==> src/rtl/pcode_stack_machine_core_defines.svh <==
// assertion macros shared by the rtl files of the p-code stack machine
// no dependencies; included by files that carry concurrent checks
`ifndef PCODE_STACK_MACHINE_CORE_DEFINES_SVH
`define PCODE_STACK_MACHINE_CORE_DEFINES_SVH
`ifndef SYNTHESIS
// check a property on every clock edge outside reset
`define PCSM_ASSERT(lbl, clk, rst, prop, msg) \
   lbl: assert property (@(posedge clk) disable iff (rst) prop) else $error(msg);
// check a property on every clock edge, reset included
`define PCSM_ASSERT_ALWAYS(lbl, clk, prop, msg) \
   lbl: assert property (@(posedge clk) prop) else $error(msg);
`else
`define PCSM_ASSERT(lbl, clk, rst, prop, msg)
`define PCSM_ASSERT_ALWAYS(lbl, clk, prop, msg)
`endif
`endif

==> src/rtl/pcsm_pkg.sv <==
// shared constants, codes and helpers of the p-code stack machine
// no dependencies; imported by every module of the block
package pcsm_pkg;

   localparam int STACK_DEPTH_DEF = 512;
   localparam int MAX_LEVEL       = 3;
   localparam int DATA_WIDTH      = 32;
   localparam int PC_W            = 8;
   // signed width wide enough for base plus operand without overflow
   localparam int IDX_W           = DATA_WIDTH + 2;

   localparam logic signed [IDX_W-1:0] IDX_ONE   = IDX_W'(1);
   localparam logic signed [IDX_W-1:0] IDX_TWO   = IDX_W'(2);
   localparam logic signed [IDX_W-1:0] IDX_THREE = IDX_W'(3);

   // instruction kinds
   localparam logic [2:0] F_LIT = 3'd0;
   localparam logic [2:0] F_OPR = 3'd1;
   localparam logic [2:0] F_LOD = 3'd2;
   localparam logic [2:0] F_STO = 3'd3;
   localparam logic [2:0] F_CAL = 3'd4;
   localparam logic [2:0] F_INT = 3'd5;
   localparam logic [2:0] F_JMP = 3'd6;
   localparam logic [2:0] F_JPC = 3'd7;

   // operation numbers
   localparam logic [DATA_WIDTH-1:0] OPR_RET = DATA_WIDTH'(0);
   localparam logic [DATA_WIDTH-1:0] OPR_NEG = DATA_WIDTH'(1);
   localparam logic [DATA_WIDTH-1:0] OPR_ADD = DATA_WIDTH'(2);
   localparam logic [DATA_WIDTH-1:0] OPR_SUB = DATA_WIDTH'(3);
   localparam logic [DATA_WIDTH-1:0] OPR_MUL = DATA_WIDTH'(4);
   localparam logic [DATA_WIDTH-1:0] OPR_DIV = DATA_WIDTH'(5);
   localparam logic [DATA_WIDTH-1:0] OPR_ODD = DATA_WIDTH'(6);
   localparam logic [DATA_WIDTH-1:0] OPR_EQ  = DATA_WIDTH'(8);
   localparam logic [DATA_WIDTH-1:0] OPR_NE  = DATA_WIDTH'(9);
   localparam logic [DATA_WIDTH-1:0] OPR_LT  = DATA_WIDTH'(10);
   localparam logic [DATA_WIDTH-1:0] OPR_GE  = DATA_WIDTH'(11);
   localparam logic [DATA_WIDTH-1:0] OPR_GT  = DATA_WIDTH'(12);
   localparam logic [DATA_WIDTH-1:0] OPR_LE  = DATA_WIDTH'(13);

   // fault codes
   localparam logic [1:0] FLT_NONE  = 2'd0;
   localparam logic [1:0] FLT_DIV0  = 2'd1;
   localparam logic [1:0] FLT_RANGE = 2'd2;
   localparam logic [1:0] FLT_OPR   = 2'd3;

   typedef logic signed [IDX_W-1:0] idx_type;

   // true when a signed index falls inside a stack of the given depth
   function automatic logic in_range(idx_type v, int depth);
      logic [IDX_W-2:0] mag;
      mag = v[IDX_W-2:0];
      return !v[IDX_W-1] && (mag < (IDX_W-1)'(depth));
   endfunction

   // sign extension of a data word to index width
   function automatic idx_type sext_data(logic [DATA_WIDTH-1:0] v);
      return $signed({{(IDX_W-DATA_WIDTH){v[DATA_WIDTH-1]}}, v});
   endfunction

endpackage

==> src/rtl/pcsm_divider.sv <==
// signed truncating divider, one quotient bit per cycle
// depends on pcsm_pkg for the data width
module pcsm_divider
   import pcsm_pkg::*;
(
   input  logic                  clock,
   input  logic                  reset,
   input  logic                  start,
   input  logic [DATA_WIDTH-1:0] dividend,
   input  logic [DATA_WIDTH-1:0] divisor,
   output logic                  done,
   output logic [DATA_WIDTH-1:0] quotient
);

   localparam int CW = $clog2(DATA_WIDTH + 1);

   logic [DATA_WIDTH-1:0] rem_ff, rem_in;
   logic [DATA_WIDTH-1:0] quo_ff, quo_in;
   logic [DATA_WIDTH-1:0] dvs_ff, dvs_in;
   logic                  neg_ff, neg_in;
   logic [CW-1:0]         cnt_ff, cnt_in;
   logic                  busy_ff, busy_in;
   logic                  done_ff, done_in;
   logic [DATA_WIDTH:0]   rem_sh;
   logic [DATA_WIDTH:0]   rem_sub;

   // one restoring step per cycle on magnitudes
   always_comb begin
      rem_in  = rem_ff;
      quo_in  = quo_ff;
      dvs_in  = dvs_ff;
      neg_in  = neg_ff;
      cnt_in  = cnt_ff;
      busy_in = busy_ff;
      done_in = 1'b0;
      rem_sh  = {rem_ff, quo_ff[DATA_WIDTH-1]};
      rem_sub = rem_sh - {1'b0, dvs_ff};
      if (start) begin
         rem_in  = '0;
         quo_in  = dividend[DATA_WIDTH-1] ? (~dividend + 1'b1) : dividend;
         dvs_in  = divisor[DATA_WIDTH-1] ? (~divisor + 1'b1) : divisor;
         neg_in  = dividend[DATA_WIDTH-1] ^ divisor[DATA_WIDTH-1];
         cnt_in  = CW'(DATA_WIDTH);
         busy_in = 1'b1;
      end else if (busy_ff) begin
         if (!rem_sub[DATA_WIDTH]) begin
            rem_in = rem_sub[DATA_WIDTH-1:0];
            quo_in = {quo_ff[DATA_WIDTH-2:0], 1'b1};
         end else begin
            rem_in = rem_sh[DATA_WIDTH-1:0];
            quo_in = {quo_ff[DATA_WIDTH-2:0], 1'b0};
         end
         cnt_in = cnt_ff - 1'b1;
         if (cnt_ff == CW'(1)) begin
            busy_in = 1'b0;
            done_in = 1'b1;
         end
      end
   end

   always_ff @(posedge clock) begin
      if (reset) begin
         busy_ff <= 1'b0;
         done_ff <= 1'b0;
         cnt_ff  <= '0;
      end else begin
         busy_ff <= busy_in;
         done_ff <= done_in;
         cnt_ff  <= cnt_in;
      end
   end

   always_ff @(posedge clock) begin
      rem_ff <= rem_in;
      quo_ff <= quo_in;
      dvs_ff <= dvs_in;
      neg_ff <= neg_in;
   end

   // sign fix of the magnitude quotient
   assign done     = done_ff;
   assign quotient = neg_ff ? (~quo_ff + 1'b1) : quo_ff;

endmodule

==> config.mk <==
export PLATFORM = sky130hd
export DESIGN_NAME = pcsm_divider
export DESIGN_NICKNAME = d
export VERILOG_FILES = /design/src/rtl/pcode_stack_machine_core_defines.svh /design/src/rtl/pcsm_pkg.sv /design/src/rtl/pcsm_divider.sv
export SDC_FILE = /design/constraint.sdc
export NUM_CORES = 1
export LEC_CHECK = 0
export ABC_AREA = 1
export BUFFER_PORTS_ARGS = -buffer_cell sky130_fd_sc_hd__buf_2
export CAP_MARGIN = 25
export CELL_PAD_IN_SITES_DETAIL_PLACEMENT = 0
export CELL_PAD_IN_SITES_GLOBAL_PLACEMENT = 1
export CORE_MARGIN = 1.5
export CORE_UTILIZATION = 42
export CTS_CLUSTER_SIZE = 25
export DETAILED_ROUTE_END_ITERATION = 8
export GPL_ROUTABILITY_DRIVEN = 0
export PLACE_DENSITY_LB_ADDON = 0.15
export SLEW_MARGIN = 20
export SYNTH_ARGS = -nofsm -noshare
export SYNTH_HDL_FRONTEND = slang
export SYNTH_SLANG_ARGS = --single-unit
==> constraint.sdc <==
create_clock -name clock -period 3.13 [get_ports clock]
set_input_delay 0.939 -clock clock [delete_from_list [all_inputs] [get_ports clock]]
set_output_delay 0.939 -clock clock [all_outputs]
set_load 0.05 [all_outputs]
# == After elaboration in Yosys (flattened, before gate mapping) ==
# Cells that the tools add are included.
# totals
input_bits,67
ff_bits,105
output_inout_bits,33
word_cells,36
# classes
addsub,5
eq_ne,1
bitwise,5
n_reduce_logical,3
n_mux,13
# ops
op,n
$mux 32,5
$add 32x1->32 const B,3
$not 32->32,3
$sub 33x32->33,1
$mux 31,1
$mux 6,2
$eq 6x1->1 const B,1
$sub 6x1->6 const B,1
$mux 1,5
$reduce_or 3->1,1
$reduce_bool 2->1,1
$reduce_or 2->1,1
$not 1->1,1
$xor 1x1->1,1

# == Logic depth before layout (Yosys ltp) ==
# Gate-level depths: netlist of run 1.
# depth
ltp_word,4
depth_mapped,18
mapped_depth_nobuf,17

# == Least setup slack after synthesis of run 1 ==
# OpenSTA, ideal clock, no wires.
# synth_timing
kind,reg-to-output
start,reg quo_ff[0]
end,out quotient[30]
required_time_ns,2.191
path_stages_with_launch,9
arrival_ns,2.341
n_path_buf,0
path_slack_ns,-0.150
cell_sequence,edfxtp_1 > inv_1 > ha_1 > nand3_1 > nor3_1 > nand2_1 > nor3_1 > xor2_1 > o21ai_0
# synth_between
elab_chain_len,3
# synth_rtl
item,line,rtl
"start, declared",pcsm_divider.sv:18,"logic [DATA_WIDTH-1:0] quo_ff, quo_in;"
"start signal, assigned",pcsm_divider.sv:75,quo_ff <= quo_in;
$not 32->32,pcsm_divider.sv:82,assign quotient = neg_ff ? (~quo_ff + 1'b1) : quo_ff;
$add 32x1->32,pcsm_divider.sv:82,
$mux 32,pcsm_divider.sv:82,
"end, declared",pcsm_divider.sv:12,output logic [DATA_WIDTH-1:0] quotient
# Every way passes these cells.

# == Worst setup path in the final report of run 1 ==
# layout_timing
start,reg quo_ff[14]
end,out quotient[28]
# Same word-level chain as after synthesis.

==> results of run 1 <==
-- report_power, final --
group          leakage [uW]  switching (uW)  internal [uW]
clock network      0.000150             615            590
logic               0.00465             968            423
registers          0.000975            60.4           1590
total               0.00578            1640           2610
-- routing by layer --
layer  up-vias  GRT usage (%)
met3        19          2.966
met1      4118          35.13
met2       190          35.16
met4         0          4.531
li1       4848              -
met5         -              0
-- per-stage QoR --
step,std cells,setup slack (ns)
after floorplan,1490,0.03533
after global placement,1859,0.02027
after detailed placement,1859,-0.01605
after CTS,1892,-0.05421
after global routing,1898,-0.1581
final,1898,-0.03188
-- cells by family (layout without fill, tap and decap cells) --
kind of cell	Yosys count	count (layout)	share of synthesized area, %
and+or+nand+nor	815	815	37.08
buffers and inverters	334	462	13.84
AOI/OAI and AO/OA	111	111	6.271
DFF	105	105	29.48
xor gates and xnor gates	87	87	8.160
adders and majority gates	38	38	5.172
-- registers in the layout, summed over array words and instances, names as in the netlist --
register / cells
rem_ff: 32
busy_ff: 1
quo_ff: 32
dvs_ff: 32
neg_ff: 1
cnt_ff: 6
done: 1
-- worst paths after layout --
path | slack, ns | cells after the start | from | endpoint
hold / removal | 0.47 | 2 | rem_ff[18] | rem_ff[18]
setup reg to reg | 0.31 | 16 | dvs_ff[0] | rem_ff[15]
hold reg to reg | 0.47 | 2 | rem_ff[18] | rem_ff[18]
setup / recovery | -0.03 | 9 | quo_ff[14] | quotient[28]
-- layout by cell type, fill, tap and decap left out, types with 9 or more instances in the layout --
cell,netlist,final
edfxtp_1,65,65
nand3_1,101,97
a21oi_1,24,24
o21ai_1,20,23
nand4_1,21,21
o21ai_0,54,45
ha_1,37,36
xnor2_1,25,25
buf_4,4,61
nand2_2,16,22
nor2_2,2,10
inv_1,293,283
xor2_1,62,61
dfxtp_1,40,40
inv_2,7,17
nor3_1,28,26
clkbuf_16,0,9
nand2_1,498,491
buf_2,1,81
nor2_1,116,105
-- critical path: stages (launching register included) --
cell      delay (ns)
edfxtp_1        0.43
inv_1           0.13
nand2_1         0.09
nor3_1          0.20
nand2_1         0.14
nor4_2          0.29
buf_4           0.17
xor2_1          0.14
o21ai_1         0.09
buf_6           0.18
-- layout make-up --
| class | instances | area [sq um] |
|---|---|---|
| Sequential cell | 105 | 2753 |
| Tap cell | 280 | 350.3 |
| Clock buffer | 10 | 239.0 |
| Fill cell | 2360 | 10910 |
| Clock inverter | 6 | 65.06 |
| Timing Repair Buffer | 144 | 885.9 |
| Inverter | 302 | 1134 |
| Multi-Input combinational cell | 1051 | 5485 |
-- what timing repair did --
action	in CTS	in global routing
setup buffers	17	6
resized for setup	52	31
pin swaps	18	15
endpoints found under the setup margin	16	20
==> results by group, run 1 <==
Status
  • Status: finished with violations
  • Failing checks: negative setup slack

Timing
  • Min cycle time layout: 3.162 ns
  • Hold Vio Cnt, Final: 0
  • Tcrit/Tclk final: 101.0%
  • Slew HR: 61.44%
  • Slew Viols, Final: 0
  • Clock Skew: 0.01531 ns
  • Actual slew at the worst max-slew pin: roughly 0.58 ns
  • Hold WS: 0.4741 ns
  • Final Worst Setup Slack: -0.03188 ns
  • Final setup viols: 2
  • RSZ-0062 raised after global routing: yes
  • Max Freq: 316.3 MHz
  • Setup_tns: -0.03257 ns

Critical path
  • Crit start category: flop
  • Crit Path Class: reg2out
  • Worst Setup End Kind: output pin
  • WP data arrival: 2.22 ns
  • WP data required: 2.19 ns
  • CP Max Fanout: 3

Clocking
  • CTS Hold Buffers Added: 0
  • CTS sink count: 105
  • Largest buffer count on any clock path: 2
  • CTS H-Tree Depth: 3
  • Num CTS Buffers: 9
  • CTS tree: built
  • Worst-Skew Late Latency: 0.37 ns
  • Register clock-pin slew on the reported worst setup and hold paths: approximately 0.08 ns
  • Clk Tree Root Cell: clkbuf_16

Die
  • Core area: 21820 sq um
  • Starting density of the core: between 40% and 50%
  • Row cnt: 54
  • Die height: 152.1 microns
  • DIE AREA: 23140 sq um
  • Die width: 152.1 microns
  • # IOs: 100

Placed design
  • Detailed Place HPWL: 20870 microns
  • Number of port buffers: 99
  • Post-DP Area: just over 10000 sq um

Hold path
  • Worst hold path type: reg2reg

Cells and area
  • # nets final: 1718
  • Core Util, Final: 50.00%
  • Final Cell Area: 10910 sq um
  • Synth-to-layout area growth: 16.86%
  • Layout cell share with drive strength beyond 1: between 15 and 20%
  • Antenna cells: 0

Logic synthesis
  • Syn_area_per_cell: 6.267 sq um
  • Fraction of registers with async set/reset: 0%
  • Sequential share of the synthesized area: 29.48%
  • Synthesized area: 9338 sq um
  • Post-synth EDFFs: 65
  • Commonest cells post-synth: nand2_1, inv_1, nor2_1
  • Synth warn: 0
  • Leading register cell type out of synthesis: edfxtp_1
  • Synth top area share: a little over a fifth
  • Cell with the most instances after synthesis: nand2_1
  • Post-Syn Instances: 1490
  • Synth unique cells: 46
  • Synthesized Nets: between 1500 and 2000
  • Area leader, netlist: edfxtp_1
  • Synth Register Bits: 105
  • Synth top area cells: edfxtp_1, nand2_1, inv_1

Detailed routing
  • 1st-pass router iterations: 5
  • Total number of vias: 9175
  • Top sig layer: met4
  • Routed WL: 26630 microns
  • Vias per cell: 4.834
  • M1 WL: around 14000 microns
  • DRC viols: 0
  • Drt wl/cell: 14.03 microns
  • Number of DRC markers in iteration 0: 476
  • Met3 wire length: 1146 microns
  • DR WL met2: 11200 microns
  • Number of routed nets with antenna violations: 0

Pwr
  • Leakage power: 0.005776 uW
  • Pwr Total: between 4000 and 5000 uW
  • Power Density: 389.4 nW/um^2
  • Maximum VDD drop: around 0.25 mV

Global routing
  • Initial antenna violation count: 0
  • Number of global-route vias before repair: 8466
  • Largest net degree at the start of global routing: 35
  • GRT Residual Overflow: 0
  • First-pass GRT wire length: about 43000 microns
  • Gr usage total: 23.18%

Run
  • Max-cap violation count: 0
(Power assumes the default switching activity.)
==> run 2: changes to the inputs <==
--- a/config.mk
+++ b/config.mk
@@ -5,13 +5,13 @@
 export SDC_FILE = /design/constraint.sdc
 export NUM_CORES = 1
 export LEC_CHECK = 0
-export ABC_AREA = 1
+export ABC_AREA = 0
 export BUFFER_PORTS_ARGS = -buffer_cell sky130_fd_sc_hd__buf_2
 export CAP_MARGIN = 25
 export CELL_PAD_IN_SITES_DETAIL_PLACEMENT = 0
 export CELL_PAD_IN_SITES_GLOBAL_PLACEMENT = 1
 export CORE_MARGIN = 1.5
-export CORE_UTILIZATION = 42
+export CORE_UTILIZATION = 45
 export CTS_CLUSTER_SIZE = 25
 export DETAILED_ROUTE_END_ITERATION = 8
 export GPL_ROUTABILITY_DRIVEN = 0
==> results by group, run 2 <==
Status
  • Status: finished with violations
  • Failing checks: negative setup slack

Critical path
  • WP data required: roughly 2.2 ns
  • CP max-delay cell: or4_4
  • CP Cell Sequence: or3_4 > nor3_4 > nand2_2 > or4_4 > or4_4 > nand2b_4 > or4_4 > o31ai_4 > xnor2_2 > buf_6
  • Crit Path Class: reg2out
  • Crit start category: flop
  • Delay of the slowest critical-path stage: around 0.5 ns
  • Crit Reg-Reg Startpoint: dvs_ff[7]
  • WP data arrival: 3.58 ns
  • CP Max Fanout: 3
  • Crit. Startpoint: quo_ff[4]
  • Cell repeated most along the worst path: or4_4
  • Worst Setup End Kind: output pin

Die
  • Core area: 16640 sq um
  • Row cnt: 47
  • Starting density of the core: 46.25%
  • # IOs: 100
  • DIE AREA: 17900 sq um
  • Die height: 133.8 microns
  • Die width: 133.8 microns

Global routing
  • First-pass GRT wire length: ~31000 microns
  • GRT Residual Overflow: 0
  • Number of global-route vias before repair: 6497
  • Gr usage total: a little over a fifth
  • Largest net degree at the start of global routing: slightly above 40
  • Initial antenna violation count: 0

Logic synthesis
  • Commonest cells post-synth: nor2_1, xnor2_1, nand2_1
  • Synth unique cells: 60
  • Fraction of registers with async set/reset: 0%
  • Simple-Gate Fraction of Synth Area: 15.69%
  • Synth top area share: 25.36%
  • Post-Syn Instances: ~880
  • Synth warn: 0
  • Syn_area_per_cell: between 8 and 9 sq um
  • Cell with the most instances after synthesis: nor2_1
  • Synth top area cells: edfxtp_1, dfxtp_1, xnor2_1
  • Synth Area in Compound Gates: 21.15%
  • Synthesized area: just under 8000 sq um
  • Synth Register Bits: 105
  • Largest family of logic cells by synthesized area: compound AO/OA/AOI/OAI gates
  • Leading register cell type out of synthesis: edfxtp_1
  • Post-synth EDFFs: 65
  • Sequential share of the synthesized area: 35.76%
  • Synthesized Nets: 984
  • Area leader, netlist: edfxtp_1
  • XOR/XNOR Fraction of Synth Area: 14.22%
  • Synth Area in Adders: 6.274%
  • Mux share of post-synthesis cell area: 2.211%

Timing
  • Max Freq: 221.4 MHz
  • Clock Skew: 0.008330 ns
  • Slew HR: 45.90%
  • Tcrit/Tclk final: 144.3%
  • Hold WS: 0.5031 ns
  • Final Worst Setup Slack: -1.386 ns
  • Hold Vio Cnt, Final: 0
  • Slew Viols, Final: 0
  • Actual slew at the worst max-slew pin: roughly 0.81 ns
  • RSZ-0062 raised after global routing: yes
  • Final setup viols: 42
  • Min cycle time layout: 4.516 ns

Placed design
  • Placed cell count: roughly 1300
  • Number of port buffers: 99
  • Post-DP Area: 9763 sq um
  • Detailed Place HPWL: 14290 microns
  • DP Worst Slack: -1.139 ns

Clocking
  • Register clock-pin slew on the reported worst setup and hold paths: around 0.070 ns
  • Clk Tree Root Cell: clkbuf_16
  • Worst-Skew Late Latency: 0.35 ns
  • Largest buffer count on any clock path: 2
  • CTS Hold Buffers Added: 0
  • CTS H-Tree Depth: 3
  • CTS sink count: 105
  • CTS tree: built
  • Num CTS Buffers: 9

Pwr
  • Maximum VDD drop: 0.2869 mV
  • Power Density: between 400 and 500 nW/um^2
  • Leakage power: 0.004445 uW

Detailed routing
  • DRC viols: 0
  • Routed WL: 18730 microns
  • Number of DRC markers in iteration 0: 482
  • Drt wl/cell: 14.12 microns
  • 1st-pass router iterations: 5
  • Vias per cell: 5.268
  • Number of routed nets with antenna violations: 0
  • Total number of vias: 6985

Cells and area
  • Fill count: 1395
  • Area of the multi-input gates: between 5000 and 6000 sq um
  • Antenna cells: 0
  • Commonest cells after routing, fill and taps aside: buf_4, nor2_1, nand2_1
  • Most common cell after layout, fill and taps aside: buf_4
  • Reg area: 2753 sq um
  • Final Cell Area: 10770 sq um
  • Largest regs: dvs_ff (32), quo_ff (32), rem_ff (32)
  • Layout cell share with drive strength beyond 1: between 30 and 40%
  • # nets final: 1206
  • Non-Filler Instances: 1326
  • Synth-to-layout area growth: 39.89%

Run
  • Max-cap violation count: 0

Hold path
  • Worst hold path type: reg2reg
  • Hold_sp: cnt_ff[1]
==> run 2: changes by cell type in the layout (fill, tap and decap cells not counted), moves of 28 or more <==
cell / change
a21oi_1: +44
inv_1: -232
nand3_1: -90
buf_6: +28
nand2_1: -418
buf_4: +88
xnor2_1: +42
==> run 2: cells by family after synthesis <==
family,Yosys count
XOR/XNOR,125
adder cells (fa/ha/maj),38
AO/OA/AOI/OAI,248
flip-flops,105
multiplexers,17
AND/OR/NAND/NOR,251
buffers and inverters,95
==> run 2: layer usage <==
metal,vias up,wire length [microns],global-route usage [%]
li1,3626,-,-
met1,3188,8962,29.28
met4,0,114,3.865
met2,163,8866,35.74
met3,8,784,2.457
met5,-,0,0
==> run 2: report_power, final <==
group          total (uW)  switching [uW]  internal, uW  leakage, uW
sequential           1690            77.9          1620     0.000965
clock                1130             511           619     0.000143
combinational        1790            1050           747      0.00334
total                4620            1640          2980      0.00445
==> run 2: worst max-delay path: cells and delay by family, from the launching register on <==
kind / cells / cell delay (ns)
AO/OA/AOI/OAI: 1 / 0.22
XOR/XNOR: 1 / 0.14
AND/OR/NAND/NOR: 7 / 2.30
flip-flops: 1 / 0.39
buffers and inverters: 1 / 0.18
==> run 2: path summary, 6_finish.rpt <==
path                                      to  slack [ns]  cells after the start
worst max-delay path            quotient[28]       -1.39                     10
worst min-delay path               cnt_ff[1]        0.50                      2
worst max register to register    rem_ff[29]        0.12                     11
worst min register to register     cnt_ff[1]        0.50                      2
==> run 2: stage by stage <==
step | utilization (%) | TNS (ns) | total power, uW
floorplan | - | -15.29 | 2875
finish | 64.70 | -21.66 | 4618
detailed placement | 58.66 | -25.60 | 3372
CTS | 63.12 | -20.23 | 4611
global placement | 58.66 | -24.71 | 3356
global route | 64.70 | -26.12 | 4858
==> run 2: timing repair <==
action,4_1_cts,5_1_grt
gates resized for setup,89,29
pin swaps,24,32
endpoints found under the hold margin,0,0
setup endpoints to repair,66,75
buffers inserted,13,12
gates cloned,0,2
==> run 2: final cells by class <==
class | count | area share [%]
Timing Repair Buffer | 254 | 17.99
Inverter | 52 | 1.813
Clock buffer | 9 | 2.092
Sequential cell | 105 | 25.56
Multi-Input combinational cell | 679 | 49.35
Tap cell | 220 | 2.556
Clock inverter | 7 | 0.6391
